--- src/rtl/indexed_list_engine_assert.svh ---
// Assertion helpers for the indexed list engine.
`ifndef INDEXED_LIST_ENGINE_ASSERT_SVH
`define INDEXED_LIST_ENGINE_ASSERT_SVH

// Same-cycle implication, sampled on clk, off while in reset.
`define ILE_ASSERT_NOW(lbl, ante, cons) \
  lbl: assert property (@(posedge clk) disable iff (!rst_n) (ante) |-> (cons)) \
    else $error("ile assertion failed");

// Next-cycle implication, sampled on clk, off while in reset.
`define ILE_ASSERT_NEXT(lbl, ante, cons) \
  lbl: assert property (@(posedge clk) disable iff (!rst_n) (ante) |=> (cons)) \
    else $error("ile assertion failed");

`endif

--- src/rtl/ile_pkg.sv ---
`default_nettype none
package ile_pkg;

  localparam int DEPTH_DEF = 16;

  localparam int DATA_W    = 32;
  localparam int KIND_W    = 3;
  localparam int POS_W     = 8;
  localparam int STAT_W    = 2;
  localparam int CNT_OUT_W = 5;

  // request kinds
  localparam logic [KIND_W-1:0] REQ_PUSH   = 3'd0;
  localparam logic [KIND_W-1:0] REQ_INSERT = 3'd1;
  localparam logic [KIND_W-1:0] REQ_EDIT   = 3'd2;
  localparam logic [KIND_W-1:0] REQ_DELETE = 3'd3;
  localparam logic [KIND_W-1:0] REQ_READ   = 3'd4;

  // status codes
  localparam logic [STAT_W-1:0] ST_OK    = 2'd0;
  localparam logic [STAT_W-1:0] ST_RANGE = 2'd1;
  localparam logic [STAT_W-1:0] ST_FULL  = 2'd2;

  typedef enum logic [2:0] {
    SEQ_IDLE,
    SEQ_DECODE,
    SEQ_SH_RD,
    SEQ_SH_WR,
    SEQ_PUT,
    SEQ_RD_REQ,
    SEQ_RD_WAIT,
    SEQ_FIN
  } seq_state_t;

  typedef struct packed {
    logic [STAT_W-1:0]        status;
    logic signed [DATA_W-1:0] read_value;
    logic [CNT_OUT_W-1:0]     item_count;
  } res_t;

endpackage
`default_nettype wire

--- src/rtl/ile_if.sv ---
`default_nettype none
interface ile_req_if import ile_pkg::*; ();
  logic                     valid;
  logic                     ready;
  logic [KIND_W-1:0]        req_type;
  logic [POS_W-1:0]         position;
  logic signed [DATA_W-1:0] value;

  modport source (output valid, output req_type, output position, output value,
                  input ready);
  modport sink   (input valid, input req_type, input position, input value,
                  output ready);
endinterface

interface ile_rsp_if import ile_pkg::*; ();
  logic                     valid;
  logic                     ready;
  logic [STAT_W-1:0]        status;
  logic signed [DATA_W-1:0] read_value;
  logic [CNT_OUT_W-1:0]     item_count;

  modport source (output valid, output status, output read_value, output item_count,
                  input ready);
  modport sink   (input valid, input status, input read_value, input item_count,
                  output ready);
endinterface
`default_nettype wire

--- src/rtl/ile_ram.sv ---
`default_nettype none
module ile_ram #(
  parameter int WIDTH = 32,
  parameter int DEPTH = 16,
  localparam int AW = (DEPTH > 1) ? $clog2(DEPTH) : 1
) (
  input  wire logic             clk,
  input  wire logic             we,
  input  wire logic [AW-1:0]    waddr,
  input  wire logic [WIDTH-1:0] wdata,
  input  wire logic [AW-1:0]    raddr,
  output logic      [WIDTH-1:0] rdata
);

  logic [WIDTH-1:0] mem [DEPTH];

  always_ff @(posedge clk) begin
    if (we) begin
      mem[waddr] <= wdata;
    end
    rdata <= mem[raddr];
  end

endmodule
`default_nettype wire

--- src/rtl/ile_seq.sv ---
`default_nettype none
module ile_seq import ile_pkg::*; #(
  parameter int DEPTH = DEPTH_DEF,
  localparam int AW = (DEPTH > 1) ? $clog2(DEPTH) : 1,
  localparam int CW = $clog2(DEPTH + 1)
) (
  input  wire logic                     clk,
  input  wire logic                     rst_n,
  // request side
  input  wire logic                     req_take,
  input  wire logic [KIND_W-1:0]        req_type,
  input  wire logic [POS_W-1:0]         req_pos,
  input  wire logic signed [DATA_W-1:0] req_value,
  output logic                          idle,
  // entry store
  output logic                          ram_we,
  output logic [AW-1:0]                 ram_waddr,
  output logic [DATA_W-1:0]             ram_wdata,
  output logic [AW-1:0]                 ram_raddr,
  input  wire logic [DATA_W-1:0]        ram_rdata,
  // result side
  output logic                          res_valid,
  output res_t                          res,
  input  wire logic                     res_take
);

  // compare width covers both the position field and the count
  localparam int CMPW = ((CW > POS_W) ? CW : POS_W) + 1;

  seq_state_t state_r, state_nxt;

  logic [KIND_W-1:0] kind_r,   kind_nxt;
  logic [POS_W-1:0]  pos_r,    pos_nxt;
  logic [DATA_W-1:0] val_r,    val_nxt;
  logic [STAT_W-1:0] status_r, status_nxt;
  logic [AW-1:0]     idx_r,    idx_nxt;
  logic [AW-1:0]     tgt_r,    tgt_nxt;
  logic [DATA_W-1:0] rd_val_r, rd_val_nxt;
  logic [CW-1:0]     count_r,  count_nxt;

  logic [CMPW-1:0] pos_ext, cnt_ext, idx_ext, tgt_ext;
  logic            full, up;
  logic [AW-1:0]   idx_dec, idx_inc;
  logic            up_more, dn_more;

  // index unit: decrement and increment steps, up and down compares
  assign pos_ext = CMPW'(pos_r);
  assign cnt_ext = CMPW'(count_r);
  assign idx_ext = CMPW'(idx_r);
  assign tgt_ext = CMPW'(tgt_r);
  assign full    = (count_r == CW'(DEPTH));
  assign up      = (kind_r inside {REQ_PUSH, REQ_INSERT});
  assign idx_dec = idx_r - AW'(1);
  assign idx_inc = idx_r + AW'(1);
  assign up_more = ((idx_ext - CMPW'(1)) > tgt_ext);
  assign dn_more = ((idx_ext + CMPW'(2)) < cnt_ext);

  // next state
  always_comb begin
    state_nxt = state_r;
    case (state_r)
      SEQ_IDLE: begin
        if (req_take) state_nxt = SEQ_DECODE;
      end
      SEQ_DECODE: begin
        state_nxt = SEQ_FIN;
        case (kind_r)
          REQ_PUSH: begin
            if (!full) state_nxt = (count_r != '0) ? SEQ_SH_RD : SEQ_PUT;
          end
          REQ_INSERT: begin
            if (pos_ext <= cnt_ext && !full) begin
              state_nxt = (cnt_ext > pos_ext) ? SEQ_SH_RD : SEQ_PUT;
            end
          end
          REQ_EDIT: begin
            if (pos_ext < cnt_ext) state_nxt = SEQ_PUT;
          end
          REQ_DELETE: begin
            if (pos_ext + CMPW'(1) < cnt_ext) state_nxt = SEQ_SH_RD;
          end
          REQ_READ: begin
            if (pos_ext < cnt_ext) state_nxt = SEQ_RD_REQ;
          end
          default: state_nxt = SEQ_FIN;
        endcase
      end
      SEQ_SH_RD:   state_nxt = SEQ_SH_WR;
      SEQ_SH_WR: begin
        if (up) state_nxt = up_more ? SEQ_SH_RD : SEQ_PUT;
        else    state_nxt = dn_more ? SEQ_SH_RD : SEQ_FIN;
      end
      SEQ_PUT:     state_nxt = SEQ_FIN;
      SEQ_RD_REQ:  state_nxt = SEQ_RD_WAIT;
      SEQ_RD_WAIT: state_nxt = SEQ_FIN;
      SEQ_FIN: begin
        if (res_take) state_nxt = SEQ_IDLE;
      end
      default: state_nxt = SEQ_IDLE;
    endcase
  end

  // outputs
  always_comb begin
    idle      = (state_r == SEQ_IDLE);
    res_valid = (state_r == SEQ_FIN);
    ram_we    = 1'b0;
    ram_waddr = idx_r;
    ram_wdata = ram_rdata;
    ram_raddr = AW'(pos_r);
    case (state_r)
      SEQ_SH_RD: begin
        ram_raddr = up ? idx_dec : idx_inc;
      end
      SEQ_SH_WR: begin
        ram_we = 1'b1;
      end
      SEQ_PUT: begin
        ram_we    = 1'b1;
        ram_waddr = tgt_r;
        ram_wdata = val_r;
      end
      default: ;
    endcase
    res.status     = status_r;
    res.read_value = rd_val_r;
    res.item_count = CNT_OUT_W'(count_nxt);
  end

  // datapath next values
  always_comb begin
    kind_nxt   = kind_r;
    pos_nxt    = pos_r;
    val_nxt    = val_r;
    status_nxt = status_r;
    idx_nxt    = idx_r;
    tgt_nxt    = tgt_r;
    rd_val_nxt = rd_val_r;
    count_nxt  = count_r;
    case (state_r)
      SEQ_IDLE: begin
        if (req_take) begin
          kind_nxt = req_type;
          pos_nxt  = req_pos;
          val_nxt  = req_value;
        end
      end
      SEQ_DECODE: begin
        status_nxt = ST_OK;
        rd_val_nxt = '0;
        idx_nxt    = AW'(count_r);
        tgt_nxt    = AW'(pos_r);
        case (kind_r)
          REQ_PUSH: begin
            tgt_nxt = '0;
            if (full) status_nxt = ST_FULL;
          end
          REQ_INSERT: begin
            if (pos_ext > cnt_ext) status_nxt = ST_RANGE;
            else if (full)         status_nxt = ST_FULL;
          end
          REQ_EDIT, REQ_READ: begin
            if (pos_ext >= cnt_ext) status_nxt = ST_RANGE;
          end
          REQ_DELETE: begin
            idx_nxt = AW'(pos_r);
            if (pos_ext >= cnt_ext) status_nxt = ST_RANGE;
          end
          default: ;
        endcase
      end
      SEQ_SH_WR: begin
        idx_nxt = up ? idx_dec : idx_inc;
      end
      SEQ_RD_WAIT: begin
        rd_val_nxt = ram_rdata;
      end
      SEQ_FIN: begin
        // count moves once the result is handed over
        if (status_r == ST_OK) begin
          if (up)                        count_nxt = count_r + CW'(1);
          else if (kind_r == REQ_DELETE) count_nxt = count_r - CW'(1);
        end
      end
      default: ;
    endcase
  end

  always_ff @(posedge clk) begin
    if (!rst_n) begin
      state_r <= SEQ_IDLE;
      count_r <= '0;
    end else begin
      state_r <= state_nxt;
      if (res_take) count_r <= count_nxt;
    end
  end

  always_ff @(posedge clk) begin
    kind_r   <= kind_nxt;
    pos_r    <= pos_nxt;
    val_r    <= val_nxt;
    status_r <= status_nxt;
    idx_r    <= idx_nxt;
    tgt_r    <= tgt_nxt;
    rd_val_r <= rd_val_nxt;
  end

endmodule
`default_nettype wire

--- src/rtl/indexed_list_engine.sv ---
// Steps from accept to registered result: decode, then an error or an unused code goes
//   straight to the result; edit writes once; read issues a read and waits for the data;
//   push/insert do a read/write pair per moved entry, then write the value; delete does a
//   pair per moved entry (moved entries: push count, insert count-position, delete count-position-1).
// Flow: one transaction at a time; the next is taken only after the result is registered.
// Reset: synchronous active-low rst_n clears count, sequencer and output valid; no store clear.
`default_nettype none
`include "indexed_list_engine_assert.svh"
module indexed_list_engine import ile_pkg::*; #(
  parameter int DEPTH = DEPTH_DEF
) (
  input wire logic  clk,
  input wire logic  rst_n,
  ile_req_if.sink   in_req,
  ile_rsp_if.source out_rsp
);

  localparam int AW = (DEPTH > 1) ? $clog2(DEPTH) : 1;

  // sequencer <-> entry store
  logic              ram_we;
  logic [AW-1:0]     ram_waddr;
  logic [DATA_W-1:0] ram_wdata;
  logic [AW-1:0]     ram_raddr;
  logic [DATA_W-1:0] ram_rdata;

  logic seq_idle;
  logic res_valid;
  logic res_take;
  res_t res;

  // output register: result waits here while a new transaction is taken
  logic out_valid_r;
  res_t out_res_r;

  logic req_take;

  // requests taken only while the sequencer is idle
  assign in_req.ready = seq_idle;
  assign req_take     = in_req.valid & seq_idle;

  // result moves into the output slot when it is empty or draining
  assign res_take = res_valid & (~out_valid_r | out_rsp.ready);

  ile_seq #(
    .DEPTH (DEPTH)
  ) u_seq (
    .clk       (clk),
    .rst_n     (rst_n),
    .req_take  (req_take),
    .req_type  (in_req.req_type),
    .req_pos   (in_req.position),
    .req_value (in_req.value),
    .idle      (seq_idle),
    .ram_we    (ram_we),
    .ram_waddr (ram_waddr),
    .ram_wdata (ram_wdata),
    .ram_raddr (ram_raddr),
    .ram_rdata (ram_rdata),
    .res_valid (res_valid),
    .res       (res),
    .res_take  (res_take)
  );

  // list entries, one read and one write port
  ile_ram #(
    .WIDTH (DATA_W),
    .DEPTH (DEPTH)
  ) u_ram (
    .clk   (clk),
    .we    (ram_we),
    .waddr (ram_waddr),
    .wdata (ram_wdata),
    .raddr (ram_raddr),
    .rdata (ram_rdata)
  );

  always_ff @(posedge clk) begin
    if (!rst_n) begin
      out_valid_r <= 1'b0;
    end else if (res_take) begin
      out_valid_r <= 1'b1;
    end else if (out_rsp.ready) begin
      out_valid_r <= 1'b0;
    end
  end

  always_ff @(posedge clk) begin
    if (res_take) begin
      out_res_r <= res;
    end
  end

  assign out_rsp.valid      = out_valid_r;
  assign out_rsp.status     = out_res_r.status;
  assign out_rsp.read_value = out_res_r.read_value;
  assign out_rsp.item_count = out_res_r.item_count;

  // ---- checks ----
  // a taken transaction keeps the block busy the next cycle
  `ILE_ASSERT_NEXT(a_busy_after_take, in_req.valid && in_req.ready, !in_req.ready)
  // only an ok read carries a nonzero value
  `ILE_ASSERT_NOW(a_rd_only_ok, out_valid_r && (out_res_r.read_value != '0),
                  out_res_r.status == ST_OK)
  // a full report goes with a count at capacity
  `ILE_ASSERT_NOW(a_full_count, out_valid_r && (out_res_r.status == ST_FULL),
                  out_res_r.item_count == CNT_OUT_W'(DEPTH))

endmodule
`default_nettype wire
--- src/flat_wrapper.sv ---
// flat-port wrapper written by rule: the top's interface ports become plain ports
module indexed_list_engine_flat import ile_pkg::*;
#(
  parameter int DEPTH = DEPTH_DEF
)
  (clk, rst_n, in_req_valid, in_req_req_type, in_req_position, in_req_value, in_req_ready, out_rsp_valid, out_rsp_status, out_rsp_read_value, out_rsp_item_count, out_rsp_ready);
  ile_req_if in_req_i ();
  ile_rsp_if out_rsp_i ();
  input wire logic clk;
  input wire logic rst_n;
  input wire logic [$bits(in_req_i.valid)-1:0] in_req_valid;
  input wire logic [$bits(in_req_i.req_type)-1:0] in_req_req_type;
  input wire logic [$bits(in_req_i.position)-1:0] in_req_position;
  input wire logic [$bits(in_req_i.value)-1:0] in_req_value;
  output wire logic [$bits(in_req_i.ready)-1:0] in_req_ready;
  output wire logic [$bits(out_rsp_i.valid)-1:0] out_rsp_valid;
  output wire logic [$bits(out_rsp_i.status)-1:0] out_rsp_status;
  output wire logic [$bits(out_rsp_i.read_value)-1:0] out_rsp_read_value;
  output wire logic [$bits(out_rsp_i.item_count)-1:0] out_rsp_item_count;
  input wire logic [$bits(out_rsp_i.ready)-1:0] out_rsp_ready;
  assign in_req_i.valid = in_req_valid;
  assign in_req_i.req_type = in_req_req_type;
  assign in_req_i.position = in_req_position;
  assign in_req_i.value = in_req_value;
  assign in_req_ready = in_req_i.ready;
  assign out_rsp_valid = out_rsp_i.valid;
  assign out_rsp_status = out_rsp_i.status;
  assign out_rsp_read_value = out_rsp_i.read_value;
  assign out_rsp_item_count = out_rsp_i.item_count;
  assign out_rsp_i.ready = out_rsp_ready;
  indexed_list_engine #(.DEPTH(DEPTH)) u_core (.clk(clk), .rst_n(rst_n), .in_req(in_req_i), .out_rsp(out_rsp_i));
endmodule
--- config.mk ---
export PLATFORM = sky130hd
export DESIGN_NAME = indexed_list_engine_flat
export DESIGN_NICKNAME = d
export VERILOG_FILES = /design/src/rtl/ile_pkg.sv /design/src/rtl/ile_if.sv /design/src/rtl/ile_ram.sv /design/src/rtl/ile_seq.sv /design/src/rtl/indexed_list_engine.sv /design/src/flat_wrapper.sv
export VERILOG_INCLUDE_DIRS = /design/src /design/src/rtl
export SDC_FILE = /design/constraint.sdc
export NUM_CORES = 1
export LEC_CHECK = 0
export BUFFER_PORTS_ARGS = -buffer_cell sky130_fd_sc_hd__buf_2
export CAP_MARGIN = 20
export CORE_MARGIN = 2
export CORE_UTILIZATION = 30
export CTS_CLUSTER_DIAMETER = 50
export CTS_CLUSTER_SIZE = 30
export DETAILED_ROUTE_END_ITERATION = 16
export SLEW_MARGIN = 20
export SYNTH_ARGS = -nofsm -noshare
export SYNTH_HDL_FRONTEND = slang
export SYNTH_HIERARCHICAL = 1
export SYNTH_SLANG_ARGS = --single-unit
--- constraint.sdc ---
create_clock -name clk -period 5.05 [get_ports clk]
set_clock_uncertainty 0.05 [all_clocks]
set_input_delay 0 -clock clk [delete_from_list [all_inputs] [get_ports clk]]
set_output_delay 0 -clock clk [all_outputs]
set_load 0.05 [all_outputs]
Yosys cells after proc, flatten, opt, wreduce, memory -nomap -nowiden
Memory sizes are Yosys's and may differ from the RTL's. A register that Yosys moved wholly into a read port is not among the register bits. Cells that the tools add are included.

$add $sub $neg: 7. Multipliers: 0. Divide/modulo/power cells: 0. Magnitude comparators: 8. Equality and inequality tests: 14. Shifts and indexed selects: 0. Muxes and demuxes: 34. Bitwise operators: 4. Reduce and logical (&&, ||, !) cells: 15.

Operator list (count): $pmux 32 s2 (1); $mux 32 (1); $mux 3 (10); $pmux 3 s7 (1); $mux 5 (4); $mux 4 (4); $eq 3x3->1 const B (5); $pmux 3 s5 (1); $eq 3x2->1 const B (4); $add 8x1->9 const B (1); $gt 9x4->1 (1); $lt 9x5->1 (1); $ge 8x5->1 (1); $gt 5x8->1 (1); $gt 8x5->1 (1); $le 8x5->1 (1); $lt 8x5->1 (1); $mux 2 (4); $pmux 4 s2 (1); $reduce_bool 2->1 (4); $eq 3x1->1 const B (2); $logic_not 3->1 (2); $mux 1 (6); $pmux 2 s3 (1); other kinds (19) (23).

Flip-flop bits (word level): 133. Latch bits: 0. RAM bits: 512. Memory bits (read-only): 0. Word-level logic and storage cells: 96. Memories kept: 1.

Memories: u_core.u_ram.mem (depth 16, width 32, read ports 1, clocked after memory_dff 1, wr ports 1, line ile_ram.sv:15) `logic [WIDTH-1:0] mem [DEPTH];`.

Logic depth before layout (Yosys ltp)
Word-level depth: 6. Mapped depth: 13.

By module
Netlist, hierarchy kept.

Modules (own cells, without submodules): ile_ram (times used 1, cells each 838, area each 19835.3 sq um, seq. area each 16015.4 sq um); ile_seq (times used 1, cells each 383, area each 4819.6 sq um, seq. area each 2712.6 sq um); indexed_list_engine (times used 1, cells each 44, area each 1224.9 sq um, seq. area each 1191.1 sq um).

Worst setup path after synthesis
OpenSTA, ideal clock, no wires.

Path kind: register to register. Start: register u_core.u_seq.state_r[0]. End: memory u_core.u_ram.mem[0][0] (enable). Library setup time: 0.461 ns. Data arrival time: 4.084 ns. Required time: 4.539 ns. Slack: 0.456 ns. Cell stages (with the launch flop): 7. Period minus slack after synthesis: 4.594 ns. Path through: dfxtp_1 buf_2 nor3b_1 buf_2 mux2_2 or3b_2 nor3_1.

RTL lines: start, declared (line ile_seq.sv:30) `seq_state_t state_r, state_nxt;`; start signal, assigned (line ile_seq.sv:194) `state_r <= state_nxt;`; $eq 3x3->1 (line ile_seq.sv:111) `case (state_r)`; $mux 4 (line ile_seq.sv:111); via u_core.ram_waddr[3] (line indexed_list_engine.sv:22) `logic [AW-1:0] ram_waddr;`; end, declared (line ile_ram.sv:15).

The timed path passes the listed nets, and every way through them passes these cells.

Final worst setup path
Start: register u_core.u_seq.kind_r[1]. End: register u_core.u_ram.rdata[28] (read register of u_core.u_ram.mem).

Longest elaborated chain between the ends: 4.

RTL lines: start, declared (line ile_seq.sv:32) `logic [KIND_W-1:0] kind_r, kind_nxt;`; start signal, assigned (line ile_seq.sv:200) `kind_r <= kind_nxt;`; $eq 3x1->1 or $logic_not 3->1 (tied branches) (line ile_seq.sv:52) `assign up = (kind_r inside {REQ_PUSH, REQ_INSERT});`; $reduce_bool 2->1 (*) (line ile_seq.sv:52); $mux 4 (*) (line ile_seq.sv:113) `ram_raddr = up ? idx_dec : idx_inc;`; $mux 4 (*) (line ile_seq.sv:111); via u_core.ram_raddr[3] (line indexed_list_engine.sv:24) `logic [AW-1:0] ram_raddr;`; end, declared (line ile_ram.sv:12) `output logic [WIDTH-1:0] rdata`.

The timed path passes the listed nets; every way through them passes the cells marked *. A chain may end at the register's enable or synchronous reset.

==> run_results.csv <==
group,metric,value,unit
synth,yosys.area.top_type_share,73.80,%
timing,setup_viol,0,
flow_run,drv_cap,0,
detailed_routing,postRouteWirelength,55.86,mm
cells_and_area,design_area,0.03101,sq mm
timing,slew_violations,0,
floorplanning,die_h,297.7,microns
detailed_routing,drtPass1Iterations,7,
cells_and_area,multiInputGateArea,0.005777,sq mm
worst_setup_path,cp-end-kind,"flop",
synth,synth_warnings,6,
detailed_routing,routed-via-count,12610,
global_routing,grt_usage,12.55,%
global_routing,antenna_found_initial,1,
cells_and_area,final_layout_size_suffix_gt1_share,29.79,%
clocking,cts_buffers,74,
timing,fin_setup_tns,0,ps
synth,synth_mux_area_share,12.90,%
synth,synth-edff-count,636,
detailed_routing,route.detailed.wl_per_inst,21.00,microns
clocking,h-tree-depth,3,
floorplanning,starting_utilization_of_the_core_area,30.35,%
timing,whs,42.04,ps
synth,yosys.area_share.xor_xnor,0.5753,%
clocking,root_buffer_cell,"sky130_fd_sc_hd__clkbuf_16",
timing,worst_slew_margin_rel,31.39,%
detailed_routing,route.detailed.vias_per_inst,4.739,
pwr,leakagePower,10.14,nW
global_routing,grt_pass1_vias,13200,
timing,layout_min_cycle_time,3748,ps
place,postPlaceCellArea,0.02792,sq mm
synth,synth_largest_area_cell,"sky130_fd_sc_hd__edfxtp_1",
synth,synth_simple_gate_area_share,3.655,%
pwr,power.density,564.1,mW/mm^2
synth,cell_count_after_synthesis,1265,
synth,yosys.area_share.adder,1.383,%
synth,post_synth_main_area_contributors,"sky130_fd_sc_hd__edfxtp_1 74%, sky130_fd_sc_hd__mux4_2 11%, sky130_fd_sc_hd__dfxtp_1 3.2%, sky130_fd_sc_hd__a22oi_1 1.9%, sky130_fd_sc_hd__mux2_2 1.4%",
clocking,clockBufferDepth,3,
cells_and_area,nets,1528,
clocking,tritoncts,"yes",
cells_and_area,mostFrequentLayoutCells,"636 x sky130_fd_sc_hd__edfxtp_1, 128 x sky130_fd_sc_hd__mux4_2, 87 x sky130_fd_sc_hd__buf_2",
timing,maxClockFrequency,266.8,MHz
worst_hold_path,min-delay-path-class,"primary input to flop",
clocking,postCtsSetupRepairBufs,0,
floorplanning,die_area,0.08863,sq mm
synth,syn-num-nets,1340,
synth,synth_compound_gate_area_share,3.215,%
timing,rsz0062_at_grt,"no",
synth,post_synth_num_cell_types,57,
clocking,cts_num_sinks,677,
detailed_routing,number_of_drc_markers_after_the_initial_detailed_route_iteration,916,
worst_setup_path,arrival,4250,ps
synth,synth.cell_area,0.02588,sq mm
clocking,cts.clk_slew.worst_paths,80,ps
status,outcome,"finished, final reports clean",
place,place.port_buffers,87,
pwr,highest_ir_drop_seen_on_vdd,267.9,uV
cells_and_area,syn_to_final_growth,19.84,%
place,pre_cts_setup_slack,1346,ps
global_routing,grt_first_pass_wirelength,83.95,mm
worst_setup_path,worst_setup_path_start_kind,"flop",
detailed_routing,remaining_drc_errors,0,
clocking,cts_resized,0,
cells_and_area,final-seq-area,0.01992,sq mm
place,detailedPlacementHpwl,30.76,mm
global_routing,grt_overflow,0,
cells_and_area,count_of_non_filler_cells_in_the_finished_layout,2660,
floorplanning,placeableCoreArea,0.08528,sq mm
clocking,hold_buffers,47,
synth,postSynthAreaPerCell,20.46,sq um
timing,hold_viol_final,0,
floorplanning,die_width,297.7,microns
synth,synth_top_family_by_area,"multiplexers",
synth,synth_seq_area_share,76.97,%
synth,ys_seq_elements,677,
floorplanning,core.rowCount,107,
synth,postSynth.topFlopCell,"sky130_fd_sc_hd__edfxtp_1",
floorplanning,io-pin-count,88,
cells_and_area,mostFrequentLayoutCell,"sky130_fd_sc_hd__edfxtp_1",
global_routing,largest_net_degree_at_the_start_of_global_routing,61,
place,post-place-cells,2474,
timing,final_cycle_share,74.22,%
synth,ys_async_sr_fraction,0,%
cells_and_area,num-fill-cells,7830,
worst_setup_path,timing.critical_path.fanout_max,17,
timing,timing.final.ws_setup,1302,ps
worst_setup_path,setup.worst_path.class,"flop to flop",
detailed_routing,final_antenna_net_count,0,
place,place_congestion,0.7763,
worst_setup_path,worstPathRequired,5550,ps
clocking,worst_skew_pair.late_latency,630,ps
timing,max_slew.worst_pin.slew,1024,ps
worst paths after layout:
check,from,end,slack (ps),cells after the start
setup / recovery,u_core/u_seq/kind_r[1],u_core/u_ram/rdata[28],1300,11
hold / removal,in_req_value[12],u_core/u_seq/val_r[12],40,2
hold reg to reg,u_core/u_seq/rd_val_r[2],u_core/out_rsp.read_value[2],360,0
setup reg to reg,u_core/u_seq/kind_r[1],u_core/u_ram/rdata[28],1300,11
registers in the layout (all words and copies together) (netlist names), 5 cells and up:
register,flops
u_core/u_seq/val_r,32
u_core/out_rsp.read_value,32
u_core/u_ram/rdata,32
u_core/u_ram/mem,512
u_core/u_seq/pos_r,8
u_core/u_seq/rd_val_r,32
u_core/u_seq/count_r,5
u_core/out_rsp.item_count,5
where the power goes:
| group | switching, mW | leakage [nW] | internal [mW] |
|---|---|---|---|
| logic | 2.51 | 2.76 | 1.55 |
| clock network | 2.53 | 1.25 | 3.11 |
| registers | 0.259 | 6.13 | 7.54 |
metrics by stage:
| step | utilization, % | power [mW] |
|---|---|---|
| 2_1_floorplan | - | 10.71 |
| 3_3_place_gp | 32.74 | 11.90 |
| 3_5_place_dp | 32.74 | 12.04 |
| 4_1_cts | 36.36 | 17.76 |
| 5_1_grt | 36.36 | 18.32 |
| 6_report | 36.37 | 17.50 |
cell families after synthesis:
| kind of cell | count (synthesis) |
|---|---|
| flip-flops | 677 |
| AND/OR/NAND/NOR | 180 |
| multiplexers | 169 |
| AO/OA/AOI/OAI | 119 |
| buffers and inverters | 75 |
| adder cells (fa/ha/maj) | 28 |
| XOR/XNOR | 17 |
cell usage after synthesis, types with 14 or more instances:
library cell               number
sky130_fd_sc_hd__ha_1          27
sky130_fd_sc_hd__a22oi_1       65
sky130_fd_sc_hd__dfxtp_1       41
sky130_fd_sc_hd__nand2_1       58
sky130_fd_sc_hd__o21ai_0       16
sky130_fd_sc_hd__nor2_1        24
sky130_fd_sc_hd__and2_1        39
sky130_fd_sc_hd__clkbuf_1      26
sky130_fd_sc_hd__nor2b_1       14
sky130_fd_sc_hd__inv_1         16
sky130_fd_sc_hd__mux2_2        33
sky130_fd_sc_hd__mux4_2       128
sky130_fd_sc_hd__edfxtp_1     636
critical path, stage by stage (launching register included):
cell and delay [ps]:
sky130_fd_sc_hd__edfxtp_1 550, sky130_fd_sc_hd__or2_1 430, sky130_fd_sc_hd__inv_2 200, sky130_fd_sc_hd__ha_1 310
sky130_fd_sc_hd__a21o_1 150, sky130_fd_sc_hd__a21oi_1 180, sky130_fd_sc_hd__xnor2_1 160, sky130_fd_sc_hd__a21oi_1 150
sky130_fd_sc_hd__nor2b_2 840, sky130_fd_sc_hd__buf_4 460, sky130_fd_sc_hd__a22oi_1 110, sky130_fd_sc_hd__nand2_1 100
layer usage:
metal	vias up	global-route usage, %	wire length [microns]
met5	-	0	0
met3	97	2.363	2624
met2	302	20.35	26710
met4	0	3.848	1449
met1	6664	17.12	25070
li1	5544	-	-
area by class of cell:
class / instances / share of cell area (%)
flip-flops and latches: 677 / 64.23
multi-input cells: 513 / 18.63
clock buffers: 78 / 6.088
well taps: 1144 / 4.615
repair buffers: 170 / 3.873
clock inverters: 59 / 2.348
inverters: 17 / 0.2058
diodes: 2 / 0.01614
Power figures use the tool's default switching activity.
